File: config.mk
export PLATFORM = sky130hd
export DESIGN_NAME = section_payload_checker_top
export DESIGN_NICKNAME = d
export VERILOG_FILES = /design/src/sv/spc_pkg.sv /design/src/sv/spc_in_stage.sv /design/src/sv/spc_core.sv /design/src/sv/section_payload_checker_top.sv
export SDC_FILE = /design/constraint.sdc
export NUM_CORES = 1
export LEC_CHECK = 0
export BUFFER_PORTS_ARGS = -buffer_cell sky130_fd_sc_hd__buf_2
export CAP_MARGIN = 15
export CORE_ASPECT_RATIO = 0.75
export CORE_UTILIZATION = 38
export CTS_CLUSTER_SIZE = 10
export DETAILED_ROUTE_END_ITERATION = 10
export PLACE_DENSITY = 0.65
export SYNTH_ARGS = -nofsm -noshare
export SYNTH_HDL_FRONTEND = slang
export SYNTH_SLANG_ARGS = --single-unit
File: constraint.sdc
create_clock -name clock -period 4.1 [get_ports clock]
set_clock_uncertainty 0.15 [all_clocks]
set_input_delay 0 -clock clock [delete_from_list [all_inputs] [get_ports clock]]
set_output_delay 0 -clock clock [all_outputs]
set_load 0.05 [all_outputs]
File: src/sv/spc_pkg.sv
// Shared types, constants and per-byte CRC-32 / UTF-8 step functions for the section checker.
package spc_pkg;

   localparam logic [31:0] CRC_POLY   = 32'hEDB8_8320;
   localparam logic [31:0] CRC_PRESET = 32'hFFFF_FFFF;
   localparam logic [20:0] CP_MAX     = 21'h10_FFFF;
   localparam logic [20:0] SURR_LO    = 21'h00_D800;
   localparam logic [20:0] SURR_HI    = 21'h00_DFFF;

   localparam logic [1:0] MIN_CLASS_NONE  = 2'd0;
   localparam logic [1:0] MIN_CLASS_TWO   = 2'd1;
   localparam logic [1:0] MIN_CLASS_THREE = 2'd2;
   localparam logic [1:0] MIN_CLASS_FOUR  = 2'd3;

   localparam logic [1:0] STATUS_OK           = 2'd0;
   localparam logic [1:0] STATUS_CRC_MISMATCH = 2'd1;
   localparam logic [1:0] STATUS_BAD_UTF8     = 2'd2;

   typedef struct packed {
      logic [7:0]  data_byte;
      logic        first_byte;
      logic        last_byte;
      logic [31:0] expected_crc;
      logic        check_utf8;
   } item_type;

   typedef struct packed {
      logic [1:0]  pending;
      logic [20:0] partial;
      logic [1:0]  min_class;
      logic        error;
   } utf8_type;

   localparam utf8_type UTF8_IDLE = '0;

   function automatic logic [20:0] class_minimum(input logic [1:0] min_class);
      logic [20:0] m;
      case (min_class)
         MIN_CLASS_NONE:  m = 21'h00_0000;
         MIN_CLASS_TWO:   m = 21'h00_0080;
         MIN_CLASS_THREE: m = 21'h00_0800;
         default:         m = 21'h01_0000;
      endcase
      return m;
   endfunction

   function automatic logic [31:0] crc32_byte(input logic [31:0] crc, input logic [7:0] b);
      logic [31:0] c;
      c = crc ^ {24'h00_0000, b};
      for (int i = 0; i < 8; i++) begin
         c = (c >> 1) ^ (CRC_POLY & {32{c[0]}});
      end
      return c;
   endfunction

   function automatic utf8_type utf8_step(input utf8_type s, input logic [7:0] b);
      utf8_type    n;
      logic [20:0] cp;
      logic [1:0]  left;
      n    = s;
      cp   = {s.partial[14:0], b[5:0]};
      left = s.pending - 2'd1;
      if (!s.error) begin
         if (s.pending == 2'd0) begin
            // plain ASCII leaves the decoder untouched
            if (b[7]) begin
               if (b[7:5] == 3'b110) begin
                  n.pending   = 2'd1;
                  n.partial   = {16'h0000, b[4:0]};
                  n.min_class = MIN_CLASS_TWO;
               end else if (b[7:4] == 4'b1110) begin
                  n.pending   = 2'd2;
                  n.partial   = {17'h0_0000, b[3:0]};
                  n.min_class = MIN_CLASS_THREE;
               end else if (b[7:3] == 5'b11110) begin
                  n.pending   = 2'd3;
                  n.partial   = {18'h0_0000, b[2:0]};
                  n.min_class = MIN_CLASS_FOUR;
               end else begin
                  n.error = 1'b1;
               end
            end
         end else if (b[7:6] != 2'b10) begin
            n.error = 1'b1;
         end else begin
            n.partial = cp;
            n.pending = left;
            if (left == 2'd0) begin
               // sequence complete: reject overlong, out of range and surrogates
               if (cp < class_minimum(s.min_class) || cp > CP_MAX ||
                   (cp >= SURR_LO && cp <= SURR_HI)) begin
                  n.error = 1'b1;
               end
               n.partial   = '0;
               n.min_class = MIN_CLASS_NONE;
            end
         end
      end
      return n;
   endfunction

endpackage

File: src/sv/spc_in_stage.sv
// Input register: holds one byte beat and its marks until the checker core takes it.
module spc_in_stage (
   input  logic                clock,
   input  logic                reset,
   input  logic                req_valid,
   output logic                req_ready,
   input  spc_pkg::item_type   req_item,
   input  logic                take,
   output logic                item_valid,
   output spc_pkg::item_type   item
);
   import spc_pkg::*;

   logic     valid_ff;
   logic     valid_in;
   logic     load;
   item_type item_ff;

   always_comb begin
      req_ready = !valid_ff || take;
      load      = req_valid && req_ready;
      if (load) begin
         valid_in = 1'b1;
      end else if (take) begin
         valid_in = 1'b0;
      end else begin
         valid_in = valid_ff;
      end
   end

   always_ff @(posedge clock) begin
      if (reset) begin
         valid_ff <= 1'b0;
      end else begin
         valid_ff <= valid_in;
      end
   end

   always_ff @(posedge clock) begin
      if (load) begin
         item_ff <= req_item;
      end
   end

   assign item_valid = valid_ff;
   assign item       = item_ff;

endmodule

File: src/sv/spc_core.sv
// Checker core: running CRC-32 and UTF-8 decoder state, verdict on the last byte, result register.
module spc_core (
   input  logic               clock,
   input  logic               reset,
   input  logic               item_valid,
   input  spc_pkg::item_type  item,
   output logic               take,
   output logic               rsp_valid,
   input  logic               rsp_ready,
   output logic [1:0]         check_status,
   output logic [31:0]        computed_crc
);
   import spc_pkg::*;

   logic [31:0] crc_ff;
   logic [31:0] crc_in;
   utf8_type    utf8_ff;
   utf8_type    utf8_in;
   logic        rsp_valid_ff;
   logic [1:0]  status_ff;
   logic [1:0]  status_in;
   logic [31:0] result_crc_ff;
   logic [31:0] result_crc_in;
   logic        out_free;
   logic        finish;

   always_comb begin
      // a first-byte mark restarts both checks before this byte
      crc_in        = crc32_byte(item.first_byte ? CRC_PRESET : crc_ff, item.data_byte);
      utf8_in       = utf8_step(item.first_byte ? UTF8_IDLE : utf8_ff, item.data_byte);
      result_crc_in = ~crc_in;
      if (result_crc_in != item.expected_crc) begin
         status_in = STATUS_CRC_MISMATCH;
      end else if (item.check_utf8 && (utf8_in.error || utf8_in.pending != 2'd0)) begin
         status_in = STATUS_BAD_UTF8;
      end else begin
         status_in = STATUS_OK;
      end
      out_free = !rsp_valid_ff || rsp_ready;
      // only a last byte needs room in the result register
      take     = item_valid && (!item.last_byte || out_free);
      finish   = take && item.last_byte;
   end

   always_ff @(posedge clock) begin
      if (reset) begin
         crc_ff       <= CRC_PRESET;
         utf8_ff      <= UTF8_IDLE;
         rsp_valid_ff <= 1'b0;
      end else begin
         if (finish) begin
            crc_ff  <= CRC_PRESET;
            utf8_ff <= UTF8_IDLE;
         end else if (take) begin
            crc_ff  <= crc_in;
            utf8_ff <= utf8_in;
         end
         if (finish) begin
            rsp_valid_ff <= 1'b1;
         end else if (rsp_ready) begin
            rsp_valid_ff <= 1'b0;
         end
      end
   end

   always_ff @(posedge clock) begin
      if (finish) begin
         status_ff     <= status_in;
         result_crc_ff <= result_crc_in;
      end
   end

   assign rsp_valid    = rsp_valid_ff;
   assign check_status = status_ff;
   assign computed_crc = result_crc_ff;

endmodule

File: src/sv/section_payload_checker_top.sv
// Top level of the section payload checker: stream ports, input register and checker core.
//
//   channel  | direction | tdata (low bit up)                      | side band
//   ---------+-----------+-----------------------------------------+----------------------------
//   req_     | in        | data_byte[7:0], expected_crc[39:8]      | tlast last_byte, tuser
//            |           |                                         | first_byte[0], check_utf8[1]
//   rsp_     | out       | check_status[1:0], computed_crc[33:2]   | -
//
// One byte beat per cycle. A beat is captured in the input register, then the CRC-32
// byte update and the UTF-8 decoder step run combinationally into the state and result
// registers, so a section's result is on rsp_ once the core has taken its last beat.
// Synchronous reset clears the CRC to all ones and the decoder to idle; no clearing pass.
// A stalled result holds only beats that end a section; other beats keep flowing.
module section_payload_checker_top (
   input  logic        clock,
   input  logic        reset,
   input  logic        req_tvalid,
   output logic        req_tready,
   input  logic [39:0] req_tdata,   // data_byte[7:0], expected_crc[39:8]
   input  logic        req_tlast,
   input  logic [1:0]  req_tuser,   // first_byte[0], check_utf8[1]
   output logic        rsp_tvalid,
   input  logic        rsp_tready,
   output logic [39:0] rsp_tdata    // check_status[1:0], computed_crc[33:2], zero[39:34]
);
   import spc_pkg::*;

   item_type    req_item;
   item_type    item;
   logic        item_valid;
   logic        take;
   logic [1:0]  check_status;
   logic [31:0] computed_crc;

   always_comb begin
      req_item.data_byte    = req_tdata[7:0];
      req_item.first_byte   = req_tuser[0];
      req_item.last_byte    = req_tlast;
      req_item.expected_crc = req_tdata[39:8];
      req_item.check_utf8   = req_tuser[1];
   end

   spc_in_stage u_in_stage (
      .clock      (clock),
      .reset      (reset),
      .req_valid  (req_tvalid),
      .req_ready  (req_tready),
      .req_item   (req_item),
      .take       (take),
      .item_valid (item_valid),
      .item       (item)
   );

   spc_core u_core (
      .clock        (clock),
      .reset        (reset),
      .item_valid   (item_valid),
      .item         (item),
      .take         (take),
      .rsp_valid    (rsp_tvalid),
      .rsp_ready    (rsp_tready),
      .check_status (check_status),
      .computed_crc (computed_crc)
   );

   assign rsp_tdata = {6'b00_0000, computed_crc, check_status};

endmodule

==> results of run 1 <==
==> flip-flops by register name, indices dropped and copies added, names as in the netlist <==
signal / count
u_core.rsp_valid: 1
u_core.utf8_ff: 20
u_in_stage.item_valid: 1
u_in_stage.item: 43
u_core.computed_crc: 32
u_core.check_status: 2
u_core.crc_ff: 32
==> cell type report <==
type | instances | area, sq um
clock buffer | 21 | 460
inverter | 6 | 22.5
sequential | 131 | 3390
timing repair buffer | 143 | 986
fill | 1554 | 8630
clock inverter | 11 | 128
tap | 236 | 295
multi-input combinational | 427 | 3170
==> metrics by stage <==
step / hold WS (ns) / std cells / setup slack, ns / util, % / total power, uW
detailed placement: 0.0281 / 896 / 0.757 / 43.3 / 2570
finish: 0.135 / 975 / 0.684 / 49.5 / 4110
floorplan: -0.0809 / 608 / 0.558 / - / 2330
CTS: 0.116 / 975 / 0.713 / 49.5 / 4120
global route: 0.133 / 975 / 0.569 / 49.5 / 4270
global placement: 0.0269 / 896 / 0.763 / 43.3 / 2560
==> path summary, 6_finish.rpt <==
kind                                     startpoint                     end  slack, ns  depth (start not counted)
worst max register to register  u_in_stage.item[39]  u_core.check_status[0]       0.68                          7
worst max-delay path            u_in_stage.item[39]  u_core.check_status[0]       0.68                          7
worst min register to register    u_core.utf8_ff[5]       u_core.utf8_ff[5]       0.32                          2
worst min-delay path                  req_tdata[25]     u_in_stage.item[18]       0.13                          2
==> power by group through the flow <==
stage	Sequential, uW	Combinational, uW	Clock (uW)
3_3_place_gp	1610	950	0
5_1_grt	1590	1080	1590
6_report	1590	1010	1510
4_1_cts	1580	1000	1530
3_5_place_dp	1610	962	0
2_1_floorplan	1660	673	0
==> cells in the mapped netlist (3+ instances only) <==
library cell / n
or3_1: 4
mux2i_1: 3
o22ai_1: 3
nand3_1: 5
or4_1: 3
edfxtp_1: 77
o211ai_1: 35
xnor2_1: 79
o21ai_0: 10
and2_1: 5
buf_1: 3
buf_4: 9
a211oi_1: 3
ha_1: 4
dfxtp_1: 54
nor4_1: 5
nor2_2: 3
a31oi_1: 4
nor3_1: 7
xor3_1: 4
a21oi_1: 18
xnor3_1: 10
inv_1: 5
buf_2: 13
nand2_1: 60
nor4b_1: 3
or2_2: 3
xnor2_4: 4
nor2_1: 59
nor2b_1: 7
a22oi_1: 15
clkbuf_1: 19
xnor2_2: 4
xor2_1: 31
==> logic make-up after synthesis <==
kind of cell    after synthesis
other cells                   1
fa+ha+maj                     4
compound gates              101
buf+inv                      50
flops                       131
mux                           5
xor+xnor                    135
simple gates                176
==> layer usage <==
layer	wire (um)	up-vias	share of wire [%]
met1	8880	2414	51
met2	7280	181	41
met5	0	-	0
met3	1230	13	7.0
li1	-	2369	-
met4	156	0	0.89
==> worst max-delay path: stages, from the launching register on <==
cell       delay, ns
edfxtp_1        0.65
xor2_1          0.27
xnor2_1         0.47
xnor3_1         0.56
xor2_1          0.17
nor4_1          0.35
o2111ai_1       0.20
or3_1           0.34
==> cells in the final DEF (no fill, tap or decap), drive strengths merged, types with 11 or more instances in the layout <==
cell type and count:
a21oi 18, a22oi 15, clkbuf 21, edfxtp 77, dlygate4sd3 47, nor2 62
o211ai 35, buf 96, xnor3 11, xor2 33, nand2 60, xnor2 87
dfxtp 54
==> reports/qor.yml, run 1 <==
synth_top_area_share_pct: 34.2
grt.busiest_layer: "met1"
clk_pin_slew_ns: 0.06
yosysSeqAreaShare_pct: 50.2
layout_worst_path_cycle_share_pct: 83.3
grt_pass1_vias: 4991
track_usage_pct: 20.2
synth_warnings: 0
layout-drive-gt1-share_pct: 20.4
core-area_sq_mm: 0.0171
synth_compound_area_share_pct: 10.3
drc_errors: 0
dp_hpwl_um: 12100
critPathMaxFanout: 10
synth_top_family_by_area: "XOR/XNOR gates"
use_met3_pct: 4.97
setup_tns_ns: 0
switching_power_uw: 1240
dieArea_sq_mm: 0.0183
max_freq_mhz: 293
avgSynthCellArea_sq_um: 11.2
cp.arrival_ns: 3.43
dieHeight_um: 118
hold_buffers: 47
firstDrtPassIters: 5
grt_max_degree: 68
grtUsageMet2_pct: 29.1
htreeDepth: 4
cts_buffer_depth: 2
synth_area_leaders: "edfxtp_1 34%, dfxtp_1 16%, xnor2_1 10%, xor2_1 4.0%, o211ai_1 3.9%"
ys.flop_type: "edfxtp_1"
comb_power_share_pct: 24.6
yosys.area_share.xor_xnor_pct: 22.4
crit_required_ns: 4.12
synth-edff-count: 77
start_kind: "flop"
port_buffers: 82
placed_area_sq_mm: 0.00740
min_path_type: "in2reg"
setup_viol: 0
seqPwrFrac_pct: 38.6
nets: 777
place.gp.congestion: 0.883
cts_made_buffers: 17
synthAdderAreaFrac_pct: 0.740
fin_area_sq_mm: 0.00845
finalCriticalPeriod_ns: 3.42
tightest_slew_ns: 1.04
row_count: 41
grt_use_met1_pct: 30.1
synthSimpleGateAreaFrac_pct: 12.0
wl_per_cell_um: 18.0
drtIter0Drc: 442
cts_tree: "built"
end_kind: "flop"
area.growth.synth_to_final_pct: 25.1
status: "finished clean"
slew_viol_final: 0
ys_ff_latch: 131
cts_sinks: 131
drt_wl_total_um: 17500
worstSkewPairLatency_ns: 0.42
ys_types: 59
antenna_cells: 0
async_flop_share_pct: 0
via_count: 4977
clockPowerShare_pct: 36.8
start_util_pct: 39.6
post_cts.repair.setup_buffers: 0
die_x_um: 156
root_buffer: "clkbuf_16"
hold_viol_final: 0
p_sw_share_pct: 30.2
synthMuxAreaShare_pct: 0.777
leakage_uw: 0.00334
grt-ovfl-total: 0
synthCells: 603
power_density_mw_per_mm2: 486
vdd_drop_max_mv: 0.210
slew_headroom_pct: 31.0
ant_nets: 0
grt_setup_unrepaired: "no"
antenna_found_initial: 0
io_pins: 89
maxCapViolCount: 0
cts_resized: 0
crit_type: "reg2reg"
yosysTopAreaCell: "edfxtp_1"
grt_pass1_wl_um: 27600
netlist_area_sq_mm: 0.00676
intPower_uw: 2870
viasPerCell: 5.10
No activity file was read; power rests on OpenSTA's default activity.
==> run 2: changes to the inputs <==
- clock period: 4.1 -> 3.15 ns (I/O delays scaled with it)
==> run 2 against run 1 <==
  * Sequential share of layout area shrank 1.4 points
  * Critical path type unchanged
  * Highest routed layer unchanged
  * Combinational power grew 46%
  * Clock power grew 32%
  * Worst setup slack lost 0.59 ns
==> reports/qor.yml, run 2 (synthesized netlist as in run 1, its figures left out) <==
comb_power_share_pct: 26.6  # was 24.6%
leakage_uw: 0.00352  # was 0.00334 uW
n_fill_cell: 1511  # was 1,554
htreeDepth: 4  # unchanged
critPathMaxFanout: 6  # was 10
vdd_drop_max_mv: 0.276  # was 0.210 mV
cts_made_buffers: 17  # unchanged
largest_reg_flops: 43  # unchanged
mostFrequentLayoutCells: "82 x buf_2, 77 x edfxtp_1, 76 x xnor2_1"  # was 82 x buf_2, 79 x xnor2_1, 77 x edfxtp_1
dieArea_sq_mm: 0.0183  # unchanged
cts_tree: "built"  # unchanged
grt_max_degree: 46  # was 68
dieHeight_um: 118  # unchanged
final_cells: 1005  # was 975
slew_viol_final: 0  # unchanged
crit_type: "reg2reg"  # unchanged
layout_commonest_cell: "buf_2"  # unchanged
area.growth.synth_to_final_pct: 29.7  # was 25.1%
cp.arrival_ns: 3.07  # was 3.43 ns
layout_worst_path_cycle_share_pct: 97.1  # was 83.3%
cp_slowest_stage_delay_ns: 0.56  # was 0.65 ns
start_util_pct: 39.6  # unchanged
via_count: 5040  # was 4,977
routed.top_layer: "met4"  # unchanged
min_path_type: "in2reg"  # unchanged
routed-wl-met3_um: 1160  # was 1230 um
hold_viol_final: 0  # unchanged
place_inst: 921  # was 896
row_count: 41  # unchanged
critical_path_buf_inv_count: 1  # was 0
place.gp.congestion: 0.876  # was 0.883
drt_wl_total_um: 17800  # was 17,500 um
setup_viol: 0  # unchanged
switching_power_uw: 1660  # was 1240 uW
grt_pass1_wl_um: 27700  # was 27,600 um
seqPwrFrac_pct: 37.2  # was 38.6%
wl_met1_um: 8930  # was 8880 um
slew_headroom_pct: 53.4  # was 31.0%
port_buffers: 82  # unchanged
dp_hpwl_um: 12200  # was 12,100 um
critPathTopFamily: "XOR/XNOR gates"  # unchanged
clk_pin_slew_ns: 0.06  # about the same
finalCriticalPeriod_ns: 3.06  # was 3.42 ns
antenna_cells: 0  # unchanged
power_density_mw_per_mm2: 630  # was 486 mW/mm^2
wl_met2_um: 7450  # was 7280 um
critPathSlowestCell: "edfxtp_1"  # unchanged
start_kind: "flop"  # unchanged
core-area_sq_mm: 0.0171  # unchanged
intPower_uw: 3870  # was 2870 uW
worstSkewPairLatency_ns: 0.43  # was 0.42 ns
clockPowerShare_pct: 36.3  # was 36.8%
p_sw_share_pct: 30.0  # was 30.2%
maxCapViolCount: 0  # unchanged
grt_pass1_vias: 4894  # was 4,991
antenna_found_initial: 0  # unchanged
cp_cell_sequence: "xor2_2 -> xnor2_4 -> buf_4 -> xnor2_4 -> o211ai_1 -> xnor2_1 -> or3_1 -> or3_1"  # was xor2_1 -> xnor2_1 -> xnor3_1 -> xor2_1 -> nor4_1 -> o2111ai_1 -> or3_1
final_util_pct: 51.3  # was 49.5%
die_x_um: 156  # unchanged
track_usage_pct: 20.4  # was 20.2%
ant_nets: 0  # unchanged
crit_required_ns: 3.16  # was 4.12 ns
firstDrtPassIters: 5  # unchanged
wl_per_cell_um: 17.7  # was 18.0 um
drc_errors: 0  # unchanged
tightest_slew_ns: 0.699  # was 1.04 ns
layout-drive-gt1-share_pct: 24.7  # was 20.4%
cts_buffer_depth: 2  # unchanged
max_freq_mhz: 327  # was 293 MHz
drtIter0Drc: 382  # was 442
io_pins: 89  # unchanged
nets: 807  # was 777
cts_sinks: 131  # unchanged
root_buffer: "clkbuf_16"  # unchanged
grt-ovfl-total: 0  # unchanged
end_kind: "flop"  # unchanged
viasPerCell: 5.01  # was 5.10
status: "finished clean"  # unchanged
run 2: changes by cell type in the layout (fill, tap and decap cells not counted), moves of 2 or more:
cell and delta:
clkinv_2 +2, xnor2_2 +3, nor2_4 +3, buf_4 +29, nor2_1 -2, clkbuf_8 -2, xnor2_1 -3
run 2: final timing paths:
kind / from / end / slack [ns] / cells past startpoint
setup / recovery: u_in_stage.item[35] / u_core.check_status[0] / 0.09 / 8
hold / removal: req_tdata[17] / u_in_stage.item[10] / 0.13 / 2
setup reg to reg: u_in_stage.item[35] / u_core.check_status[0] / 0.09 / 8
hold reg to reg: u_core.utf8_ff[5] / u_core.utf8_ff[5] / 0.32 / 2
run 2: area by class of cell:
cell class	count	area, sq um	share of cell area [%]
Clock buffer	18	429	4.89
Inverter	6	22.5	0.257
Timing Repair Buffer	173	1240	14.1
Multi-Input combinational cell	427	3230	36.8
Tap cell	236	295	3.37
Sequential cell	131	3390	38.7
Clock inverter	14	163	1.86
run 2: what timing repair did:
action,CTS,global route
setup buffers,0,5
resized for setup,0,12
endpoints found under the setup margin,0,13
hold endpoints to repair,45,0
hold buffers,46,0
run 2: power by group through the flow:
stage	Clock [uW]	Combinational, uW	Sequential [uW]
after floorplan	0	876	2160
after global placement	0	1340	2080
after detailed placement	0	1350	2080
after CTS	2040	1410	2050
after global routing	2100	1570	2060
final	2000	1470	2050
run 2: layer usage:
layer,vias to the layer above,track usage [%]
met4,0,8.21
met1,2425,30.9
li1,2418,-
met2,175,27.8
met3,22,4.49
met5,-,0
run 2: metrics by stage:
stage                     setup WS, ns  area, sq um  total power (uW)  TNS [ns]  hold WS, ns
final                           0.0916         8770              5520         0        0.131
after global routing          -0.00531         8770              5730  -0.00531        0.120
after CTS                       0.0534         8650              5490         0        0.108
after detailed placement        0.0590         7600              3440         0       0.0281
after global placement          0.0975         7600              3420         0       0.0276
after floorplan                  0.177         6790              3030         0      -0.0809
